$ cat src/rtl/fba_pkg.sv
// shared types and codes for the fixed block allocator
`default_nettype none

package fba_pkg;

   // operation carried by an input word
   typedef enum logic {
      OP_ALLOC = 1'b0,
      OP_FREE  = 1'b1
   } op_type;

   // result status codes
   typedef enum logic [2:0] {
      STAT_OK         = 3'd0,
      STAT_NONE_FREE  = 3'd1,
      STAT_NULL       = 3'd2,
      STAT_RANGE      = 3'd3,
      STAT_MISALIGNED = 3'd4
   } status_type;

   // controller states
   typedef enum logic [2:0] {
      ST_IDLE,
      ST_CHECK,
      ST_SCAN,
      ST_DIVIDE,
      ST_COMMIT
   } state_type;

   // flags scanned per cycle during the free block search
   localparam int unsigned GROUP_FLAGS = 8;

   // commands from controller to datapath
   typedef struct packed {
      logic load;
      logic scan_step;
      logic div_step;
      logic commit;
   } cmd_type;

   // status from datapath to controller
   typedef struct packed {
      logic is_free_op;
      logic addr_err;
      logic pool_full;
      logic scan_hit;
      logic div_last;
      logic out_free;
   } stat_type;

endpackage

`default_nettype wire

$ cat src/rtl/fba_ctrl.sv
// controller state machine for the fixed block allocator
`default_nettype none

module fba_ctrl (
   input  wire logic             clock,
   input  wire logic             reset,
   input  wire logic             req_valid,
   output logic                  req_stall,
   input  wire fba_pkg::stat_type stat,
   output fba_pkg::cmd_type      cmd
);

   fba_pkg::state_type state_ff;
   fba_pkg::state_type state_in;

   // state register
   always_ff @(posedge clock) begin
      if (reset) begin
         state_ff <= fba_pkg::ST_IDLE;
      end else begin
         state_ff <= state_in;
      end
   end

   // next state
   always_comb begin
      state_in = state_ff;
      unique case (state_ff)
         fba_pkg::ST_IDLE: begin
            if (req_valid) begin
               state_in = fba_pkg::ST_CHECK;
            end
         end
         fba_pkg::ST_CHECK: begin
            if (stat.is_free_op) begin
               state_in = stat.addr_err ? fba_pkg::ST_COMMIT : fba_pkg::ST_DIVIDE;
            end else begin
               state_in = stat.pool_full ? fba_pkg::ST_COMMIT : fba_pkg::ST_SCAN;
            end
         end
         fba_pkg::ST_SCAN: begin
            if (stat.scan_hit) begin
               state_in = fba_pkg::ST_COMMIT;
            end
         end
         fba_pkg::ST_DIVIDE: begin
            if (stat.div_last) begin
               state_in = fba_pkg::ST_COMMIT;
            end
         end
         fba_pkg::ST_COMMIT: begin
            if (stat.out_free) begin
               state_in = fba_pkg::ST_IDLE;
            end
         end
         default: state_in = fba_pkg::ST_IDLE;
      endcase
   end

   // outputs
   always_comb begin
      cmd       = '0;
      req_stall = 1'b1;
      unique case (state_ff)
         fba_pkg::ST_IDLE: begin
            req_stall = 1'b0;
            cmd.load  = req_valid;
         end
         fba_pkg::ST_CHECK: begin
         end
         fba_pkg::ST_SCAN: begin
            cmd.scan_step = 1'b1;
         end
         fba_pkg::ST_DIVIDE: begin
            cmd.div_step = 1'b1;
         end
         fba_pkg::ST_COMMIT: begin
            cmd.commit = stat.out_free;
         end
         default: begin
         end
      endcase
   end

endmodule

`default_nettype wire

$ cat src/rtl/fba_dpath.sv
// datapath of the fixed block allocator: used flags, search, divider, result register
`default_nettype none

module fba_dpath #(
   parameter int unsigned NUM_BLOCKS  = 32,
   parameter int unsigned BLOCK_BYTES = 128
) (
   input  wire logic              clock,
   input  wire logic              reset,
   input  wire logic              csr_wr_en,
   input  wire logic [31:0]       csr_wr_data,
   input  wire logic              req_op,
   input  wire logic [31:0]       req_block_addr,
   output logic                   rsp_valid,
   input  wire logic              rsp_stall,
   output logic [2:0]             rsp_status,
   output logic [31:0]            rsp_grant_addr,
   output logic [4:0]             rsp_block_index,
   output logic                   rsp_pool_full,
   input  wire fba_pkg::cmd_type  cmd,
   output fba_pkg::stat_type      stat
);

   localparam int unsigned GF         = fba_pkg::GROUP_FLAGS;
   localparam int unsigned NUM_GRP    = (NUM_BLOCKS + GF - 1) / GF;
   localparam int unsigned GRP_W      = (NUM_GRP > 1) ? $clog2(NUM_GRP) : 1;
   localparam int unsigned SCAN_W     = NUM_GRP * GF;
   localparam int unsigned POS_W      = $clog2(GF);
   localparam int unsigned IDX_W      = (NUM_BLOCKS > 1) ? $clog2(NUM_BLOCKS) : 1;
   localparam int unsigned IDXE_W     = (IDX_W > 5) ? IDX_W : 5;
   localparam int unsigned POOL_BYTES = NUM_BLOCKS * BLOCK_BYTES;
   localparam int unsigned LAST_OFF   = POOL_BYTES - BLOCK_BYTES;
   localparam int unsigned OFF_W      = $clog2(POOL_BYTES);
   localparam int unsigned CNT_W      = $clog2(NUM_BLOCKS + 1);
   localparam int unsigned BB_W       = $clog2(BLOCK_BYTES + 1);
   localparam int unsigned PROD_W     = IDX_W + BB_W;

   // configuration register
   logic [31:0] heap_base_ff;

   always_ff @(posedge clock) begin
      if (reset) begin
         heap_base_ff <= '0;
      end else if (csr_wr_en) begin
         heap_base_ff <= csr_wr_data;
      end
   end

   // captured word and early address checks
   fba_pkg::op_type   op_ff,    op_in;
   logic              null_ff,  null_in;
   logic              range_ff, range_in;
   logic [31:0]       off_in;

   assign off_in   = req_block_addr - heap_base_ff;
   assign op_in    = fba_pkg::op_type'(req_op);
   assign null_in  = (req_block_addr == 32'd0);
   assign range_in = (off_in > 32'(LAST_OFF));

   always_ff @(posedge clock) begin
      if (cmd.load) begin
         op_ff    <= op_in;
         null_ff  <= null_in;
         range_ff <= range_in;
      end
   end

   // used flags and used count
   logic [NUM_BLOCKS-1:0] used_ff, used_in;
   logic [CNT_W-1:0]      cnt_ff,  cnt_in;
   logic                  full_now;

   assign full_now = (cnt_ff == CNT_W'(NUM_BLOCKS));

   // first fit search, one group of flags per cycle
   logic [SCAN_W-1:0]   scan_vec;
   logic [GF-1:0]       grp_flags;
   logic [POS_W-1:0]    hit_pos;
   logic                hit_now;
   logic [GRP_W-1:0]    grp_ff, grp_in;
   logic [IDX_W-1:0]    idx_ff, idx_in;

   always_comb begin
      scan_vec                 = '1;
      scan_vec[NUM_BLOCKS-1:0] = used_ff;
   end

   assign grp_flags = scan_vec[{grp_ff, POS_W'(0)} +: GF];

   // lowest clear flag in the group
   always_comb begin
      hit_pos = '0;
      hit_now = 1'b0;
      for (int i = GF - 1; i >= 0; i--) begin
         if (!grp_flags[i]) begin
            hit_pos = POS_W'(i);
            hit_now = 1'b1;
         end
      end
   end

   always_comb begin
      grp_in = grp_ff;
      idx_in = idx_ff;
      if (cmd.load) begin
         grp_in = '0;
      end else if (cmd.scan_step) begin
         if (hit_now) begin
            idx_in = IDX_W'({grp_ff, hit_pos});
         end else begin
            grp_in = grp_ff + GRP_W'(1);
         end
      end
   end

   always_ff @(posedge clock) begin
      grp_ff <= grp_in;
      idx_ff <= idx_in;
   end

   // release index: first step takes the offset times the rounded-up reciprocal of
   // the block size, second step compares the index times the block size with the
   // offset to find a misaligned address
   localparam int unsigned     RCP_SH = OFF_W + BB_W;
   localparam int unsigned     RCP_W  = OFF_W + 2;
   localparam int unsigned     MUL_W  = OFF_W + RCP_W;
   localparam longint unsigned RCP_M  =
      ((64'd1 << RCP_SH) + 64'(BLOCK_BYTES) - 64'd1) / 64'(BLOCK_BYTES);

   logic [OFF_W-1:0]  off_ff;
   logic [MUL_W-1:0]  rcp_prod;
   logic [PROD_W-1:0] quo_prod;
   logic [IDX_W-1:0]  quo_ff,   quo_in;
   logic              mis_ff,   mis_in;
   logic              dstep_ff, dstep_in;

   assign rcp_prod = MUL_W'(off_ff) * MUL_W'(RCP_M);
   assign quo_prod = PROD_W'(quo_ff) * PROD_W'(BLOCK_BYTES);

   always_comb begin
      quo_in   = quo_ff;
      mis_in   = mis_ff;
      dstep_in = dstep_ff;
      if (cmd.load) begin
         dstep_in = 1'b0;
      end else if (cmd.div_step) begin
         if (!dstep_ff) begin
            quo_in = IDX_W'(rcp_prod >> RCP_SH);
         end else begin
            mis_in = (PROD_W'(off_ff) != quo_prod);
         end
         dstep_in = 1'b1;
      end
   end

   always_ff @(posedge clock) begin
      if (cmd.load) begin
         off_ff <= off_in[OFF_W-1:0];
      end
   end

   always_ff @(posedge clock) begin
      quo_ff   <= quo_in;
      mis_ff   <= mis_in;
      dstep_ff <= dstep_in;
   end

   // grant address
   logic [PROD_W-1:0] grant_off;
   logic [31:0]       grant_addr;

   assign grant_off  = PROD_W'(idx_ff) * PROD_W'(BLOCK_BYTES);
   assign grant_addr = heap_base_ff + 32'(grant_off);

   // result of the step and flag update
   fba_pkg::status_type res_status;
   logic [31:0]         res_addr;
   logic [IDX_W-1:0]    res_idx;
   logic [IDXE_W-1:0]   res_idx_ext;

   always_comb begin
      res_status = fba_pkg::STAT_OK;
      res_addr   = '0;
      res_idx    = '0;
      used_in    = used_ff;
      cnt_in     = cnt_ff;
      if (op_ff == fba_pkg::OP_ALLOC) begin
         if (full_now) begin
            res_status = fba_pkg::STAT_NONE_FREE;
         end else begin
            res_addr        = grant_addr;
            res_idx         = idx_ff;
            used_in[idx_ff] = 1'b1;
            cnt_in          = cnt_ff + CNT_W'(1);
         end
      end else begin
         priority if (null_ff) begin
            res_status = fba_pkg::STAT_NULL;
         end else if (range_ff) begin
            res_status = fba_pkg::STAT_RANGE;
         end else if (mis_ff) begin
            res_status = fba_pkg::STAT_MISALIGNED;
         end else begin
            res_idx = quo_ff;
            if (used_ff[quo_ff]) begin
               used_in[quo_ff] = 1'b0;
               cnt_in          = cnt_ff - CNT_W'(1);
            end
         end
      end
   end

   assign res_idx_ext = IDXE_W'(res_idx);

   always_ff @(posedge clock) begin
      if (reset) begin
         used_ff <= '0;
         cnt_ff  <= '0;
      end else if (cmd.commit) begin
         used_ff <= used_in;
         cnt_ff  <= cnt_in;
      end
   end

   // output word register
   logic                rsp_valid_ff, rsp_valid_in;
   fba_pkg::status_type rsp_status_ff;
   logic [31:0]         rsp_addr_ff;
   logic [4:0]          rsp_idx_ff;
   logic                rsp_full_ff;
   logic                out_free;

   assign out_free = !rsp_valid_ff || !rsp_stall;

   always_comb begin
      rsp_valid_in = rsp_valid_ff;
      if (cmd.commit) begin
         rsp_valid_in = 1'b1;
      end else if (!rsp_stall) begin
         rsp_valid_in = 1'b0;
      end
   end

   always_ff @(posedge clock) begin
      if (reset) begin
         rsp_valid_ff <= 1'b0;
      end else begin
         rsp_valid_ff <= rsp_valid_in;
      end
   end

   always_ff @(posedge clock) begin
      if (cmd.commit) begin
         rsp_status_ff <= res_status;
         rsp_addr_ff   <= res_addr;
         rsp_idx_ff    <= res_idx_ext[4:0];
         rsp_full_ff   <= (cnt_in == CNT_W'(NUM_BLOCKS));
      end
   end

   assign rsp_valid       = rsp_valid_ff;
   assign rsp_status      = 3'(rsp_status_ff);
   assign rsp_grant_addr  = rsp_addr_ff;
   assign rsp_block_index = rsp_idx_ff;
   assign rsp_pool_full   = rsp_full_ff;

   // status to controller
   always_comb begin
      stat            = '0;
      stat.is_free_op = (op_ff == fba_pkg::OP_FREE);
      stat.addr_err   = null_ff || range_ff;
      stat.pool_full  = full_now;
      stat.scan_hit   = hit_now;
      stat.div_last   = dstep_ff;
      stat.out_free   = out_free;
   end

endmodule

`default_nettype wire

$ cat src/rtl/fixed_block_allocator_unit.sv
// top level of the fixed block allocator
// Hands out equal blocks of BLOCK_BYTES bytes from a pool of NUM_BLOCKS blocks
// starting at heap_base (csr_wr_data, written with csr_wr_en while idle; reset 0).
// req_op 0 grants the lowest free block and returns heap_base + index * BLOCK_BYTES,
// or status none free when all are in use; req_op 1 releases req_block_addr after
// null, range and alignment checks, in that order. Every input word gives exactly
// one result word, which also reports whether the pool is full afterwards. The used
// flags are cleared by reset, so the block takes words right away. One word is in
// work at a time. An accepted word passes a check state; a request then searches
// the used flags in groups of eight, one group per cycle, lowest first; a release
// that is neither null nor out of range runs the divider: block index by reciprocal
// multiplication, then the alignment check. A full pool or a null or out of range
// address goes straight to the result register. A result still held by rsp_stall
// delays the register of the next one. A new word is taken in the cycle after the
// result is registered, even while that result still waits on rsp_stall.
`default_nettype none

module fixed_block_allocator_unit #(
   parameter int unsigned NUM_BLOCKS  = 32,
   parameter int unsigned BLOCK_BYTES = 128
) (
   input  wire logic        clock,
   input  wire logic        reset,
   input  wire logic        csr_wr_en,
   input  wire logic [31:0] csr_wr_data,
   input  wire logic        req_valid,
   output logic             req_stall,
   input  wire logic        req_op,
   input  wire logic [31:0] req_block_addr,
   output logic             rsp_valid,
   input  wire logic        rsp_stall,
   output logic [2:0]       rsp_status,
   output logic [31:0]      rsp_grant_addr,
   output logic [4:0]       rsp_block_index,
   output logic             rsp_pool_full
);

   fba_pkg::cmd_type  cmd;
   fba_pkg::stat_type stat;

   // sequencing
   fba_ctrl u_ctrl (
      .clock     (clock),
      .reset     (reset),
      .req_valid (req_valid),
      .req_stall (req_stall),
      .stat      (stat),
      .cmd       (cmd)
   );

   // flags, search, divider and result word
   fba_dpath #(
      .NUM_BLOCKS  (NUM_BLOCKS),
      .BLOCK_BYTES (BLOCK_BYTES)
   ) u_dpath (
      .clock           (clock),
      .reset           (reset),
      .csr_wr_en       (csr_wr_en),
      .csr_wr_data     (csr_wr_data),
      .req_op          (req_op),
      .req_block_addr  (req_block_addr),
      .rsp_valid       (rsp_valid),
      .rsp_stall       (rsp_stall),
      .rsp_status      (rsp_status),
      .rsp_grant_addr  (rsp_grant_addr),
      .rsp_block_index (rsp_block_index),
      .rsp_pool_full   (rsp_pool_full),
      .cmd             (cmd),
      .stat            (stat)
   );

endmodule

`default_nettype wire

$ cat config.mk
export PLATFORM = sky130hd
export DESIGN_NAME = fixed_block_allocator_unit
export DESIGN_NICKNAME = d
export VERILOG_FILES = /design/src/rtl/fba_pkg.sv /design/src/rtl/fba_ctrl.sv /design/src/rtl/fba_dpath.sv /design/src/rtl/fixed_block_allocator_unit.sv
export SDC_FILE = /design/constraint.sdc
export NUM_CORES = 1
export LEC_CHECK = 0
export ABC_AREA = 1
export BUFFER_PORTS_ARGS = -buffer_cell sky130_fd_sc_hd__buf_2
export CAP_MARGIN = 5
export CORE_UTILIZATION = 52
export CTS_CLUSTER_SIZE = 30
export DETAILED_ROUTE_END_ITERATION = 7
export GPL_TIMING_DRIVEN = 0
export HOLD_SLACK_MARGIN = 0.12
export PLACE_DENSITY = 0.75
export SETUP_SLACK_MARGIN = 0.1
export SLEW_MARGIN = 10
export SYNTH_ARGS = -nofsm -noshare
export SYNTH_HDL_FRONTEND = slang
export SYNTH_SLANG_ARGS = --single-unit
$ cat constraint.sdc
create_clock -name clock -period 3.5 [get_ports clock]
set_clock_uncertainty 0.1 [all_clocks]
set_input_delay 0.7 -clock clock [delete_from_list [all_inputs] [get_ports clock]]
set_output_delay 0.7 -clock clock [all_outputs]
set_load 0.02 [all_outputs]
==> impl_metrics.yaml <==
status:
  status: "complete, no violations"
power_and_ir_drop:
  p_leak_uw: 0.00536
  finalPower_uw: 5280
  pwr-share-clk: 0.392
  vdd_drop_max_mv: 0.321
  seqPwrFrac: 0.380
  p_sw_frac: 0.319
  p_int_uw: 3590
  power_density_nw_per_um2: 465
  p_sw_uw: 1680
  comb_power_share: 0.228
timing:
  setup_slack_ns: 0.398
  setup_viol: 0
  maxSlewViolCount: 0
  fmax_mhz: 322
  rsz0062_at_grt: "no"
  fin_crit_sh: 0.886
  worst_slew_pin_slew_ns: 0.758
  slew_headroom: 0.491
  finalHoldViolations: 0
  period_needed_ns: 3.10
clocking:
  clock-root-buffer: "clkbuf_16"
  cts_made_buffers: 17
  cts_resized: 0
  cts_max_level: 4
  clock_latency_ns: 0.42
  cts_sinks: 144
  postCtsSetupRepairBufs: 0
  cts_buffer_depth: 2
  postCtsHoldBufs: 0
  path_clk_slew_ns: 0.07
  cts_tree: "yes"
synthesis:
  synth_cell_type_count: 44
  syn_inst: 1446
  synth_seq_cells: 144
  synth-seq-area-share: 0.362
  postSynthAreaPerCell_sq_um: 6.79
  syn_area_sq_um: 9820
  synthMuxAreaShare: 0
  yosys.area_share.simple: 0.306
  synthAdderAreaFrac: 0.0525
  synth_nets: 1556
  synth_compound_area_frac: 0.152
  synthXorXnorAreaFrac: 0.0125
  synth_top_family_by_area: "simple AND/OR/NAND/NOR gates"
  synthesis.yosys.warnings: 0
placement:
  place_area_sq_um: 10700
  dp_slack_ns: 0.0686
  dpl.hpwl_um: 24900
  port-buffer-count: 112
  placedCellCount: 1788
  gp_congestion: 1.01
cells_and_area:
  multiInputGateArea_sq_um: 5140
  final_common_cell: "nand2_1"
  fin_cells: 1820
  fin_area_sq_um: 11400
  final-seq-area_sq_um: 3550
  fillers: 1768
  drive_gt1_frac: 0.114
  n_antenna_cell: 0
  nNetsFinal: 1688
  final_cell_mix: "nand2_1 (368), inv_1 (236), buf_2 (121), nor2_1 (117), a21oi_1 (107)"
  area_delta_synth_final_pct: 15.7
  fin_util: 0.624
routing:
  vias_per_cell: 5.70
  vias: 10366
  wire_per_inst_um: 17.4
  wirelength_um: 31600
  drc: 0
  postRouteAntennaNets: 0
  drt_iter0_drc: 725
  firstDrtPassIters: 6
global_route:
  antenna_found_initial: 0
  grt_pass1_vias: 9478
  grt_max_degree: 33
  grt_overflow: 0
  track_usage: 0.328
  grt_pass1_wl_um: 49300
floorplan:
  die_w_um: 139
  initial_core_util: 0.539
  die_area_sq_um: 19400
  rows: 49
  die_y_um: 139
  coreArea_sq_um: 18200
  ios: 113
min_path:
  hold_class: "reg -> reg"
  hold_start: "u_dpath.grp_ff[1]"
run:
  max_cap_viol_count: 0
critical_path:
  crit_arrival_ns: 3.25
  worstSetupStartpoint: "u_dpath.idx_ff[0]"
  setup.worst_path.class: "reg -> reg"
  r2r-start: "u_dpath.idx_ff[0]"
  cp_max_fo: 7
  required_ns: 3.65
  end_kind: "flop"
  startpoint_type: "flop"
## cells in the mapped netlist (all sizes together)
| master | count | area share |
|---|---|---|
| a211oi | 1 | 0.00077 |
| a21boi | 2 | 0.0015 |
| a21oi | 108 | 0.055 |
| a22o | 1 | 0.00089 |
| a31oi | 12 | 0.0076 |
| and2 | 2 | 0.0013 |
| and3 | 1 | 0.00064 |
| buf | 22 | 0.014 |
| clkbuf | 17 | 0.0065 |
| clkinv | 2 | 0.00077 |
| dfxtp | 77 | 0.16 |
| edfxtp | 67 | 0.20 |
| fa | 2 | 0.0041 |
| ha | 38 | 0.048 |
| inv | 244 | 0.093 |
| nand2 | 373 | 0.14 |
| nand3 | 105 | 0.054 |
| nand3b | 6 | 0.0046 |
| nand4 | 19 | 0.012 |
| nor2 | 122 | 0.049 |
| nor3 | 57 | 0.030 |
| nor3b | 3 | 0.0023 |
| nor4 | 13 | 0.0083 |
| o2111a | 1 | 0.0011 |
| o211a | 14 | 0.014 |
| o211ai | 1 | 0.00077 |
| o21a | 1 | 0.00077 |
| o21ai | 96 | 0.049 |
| o21bai | 5 | 0.0038 |
| o22ai | 7 | 0.0045 |
| o41ai | 13 | 0.012 |
| xnor2 | 3 | 0.0027 |
| xor2 | 11 | 0.0098 |
## worst paths after layout
path | end | slack [ns] | cells past startpoint
worst max-delay path | u_dpath.rsp_grant_addr[25] | 0.40 | 15
worst min-delay path | u_dpath.idx_ff[4] | 0.33 | 0
worst max register to register | u_dpath.rsp_grant_addr[25] | 0.40 | 15
worst min register to register | u_dpath.idx_ff[4] | 0.33 | 0
## logic make-up (layout without fill, tap and decap cells)
family          count (synthesis)  after routing
xor+xnor                       14             14
simple gates                  701            701
flops                         144            144
buf+inv                       285            430
compound gates                262            262
fa+ha+maj                      40             40
## critical path, stage by stage (launching register included)
cell,delay (ns)
edfxtp_1,0.56
ha_1,0.25
inv_1,0.06
fa_1,0.39
inv_1,0.07
nand3_1,0.07
nand2_1,0.12
a21oi_1,0.07
nor2_1,0.18
nand2_1,0.13
nor2_1,0.18
inv_2,0.08
nor2_4,0.14
nand2_2,0.12
o21ai_0,0.18
nor3b_1,0.22
## metrics by stage
step,TNS [ns],hold slack [ns]
2_1_floorplan,0,0.303
3_3_place_gp,-24.19,0.305
3_5_place_dp,0,0.312
4_1_cts,0,0.330
5_1_grt,0,0.360
6_report,0,0.330
## per-layer routing
metal / vias up / global-route usage / part of all wire / routed length [um]
met1: 4780 / 0.430 / 0.43 / 13400
li1: 5053 / - / - / -
met3: 77 / 0.0513 / 0.080 / 2520
met5: - / 0 / 0 / 0
met4: 0 / 0.125 / 0.028 / 899
met2: 456 / 0.546 / 0.47 / 14700
## state kept, by name (all words and copies together) (netlist names), 2 cells and up
signal                   cells
u_dpath.heap_base_ff        32
u_dpath.rsp_grant_addr      32
u_dpath.scan_vec            32
u_dpath.off_ff              12
u_dpath.cnt_ff               6
u_dpath.idx_ff               5
u_dpath.quo_ff               5
u_dpath.rsp_block_index      5
u_ctrl.state_ff              3
u_dpath.rsp_status           3
u_dpath.grp_ff               2
## layout make-up
class,instances,area share
Tap cell,229,0.0252
Multi-Input combinational cell,1017,0.453
Sequential cell,144,0.313
Buffer,39,0.0179
Clock buffer,19,0.0390
Timing Repair Buffer,113,0.0511
Inverter,246,0.0813
Clock inverter,13,0.0195
## power groups by stage
stage	clock network [uW]	logic [uW]	registers [uW]
2_1_floorplan	0	775	2060
3_3_place_gp	0	1160	2040
3_5_place_dp	0	1180	2040
4_1_cts	2080	1190	2000
5_1_grt	2150	1340	2020
6_report	2070	1200	2010
(Power assumes the default switching activity.)
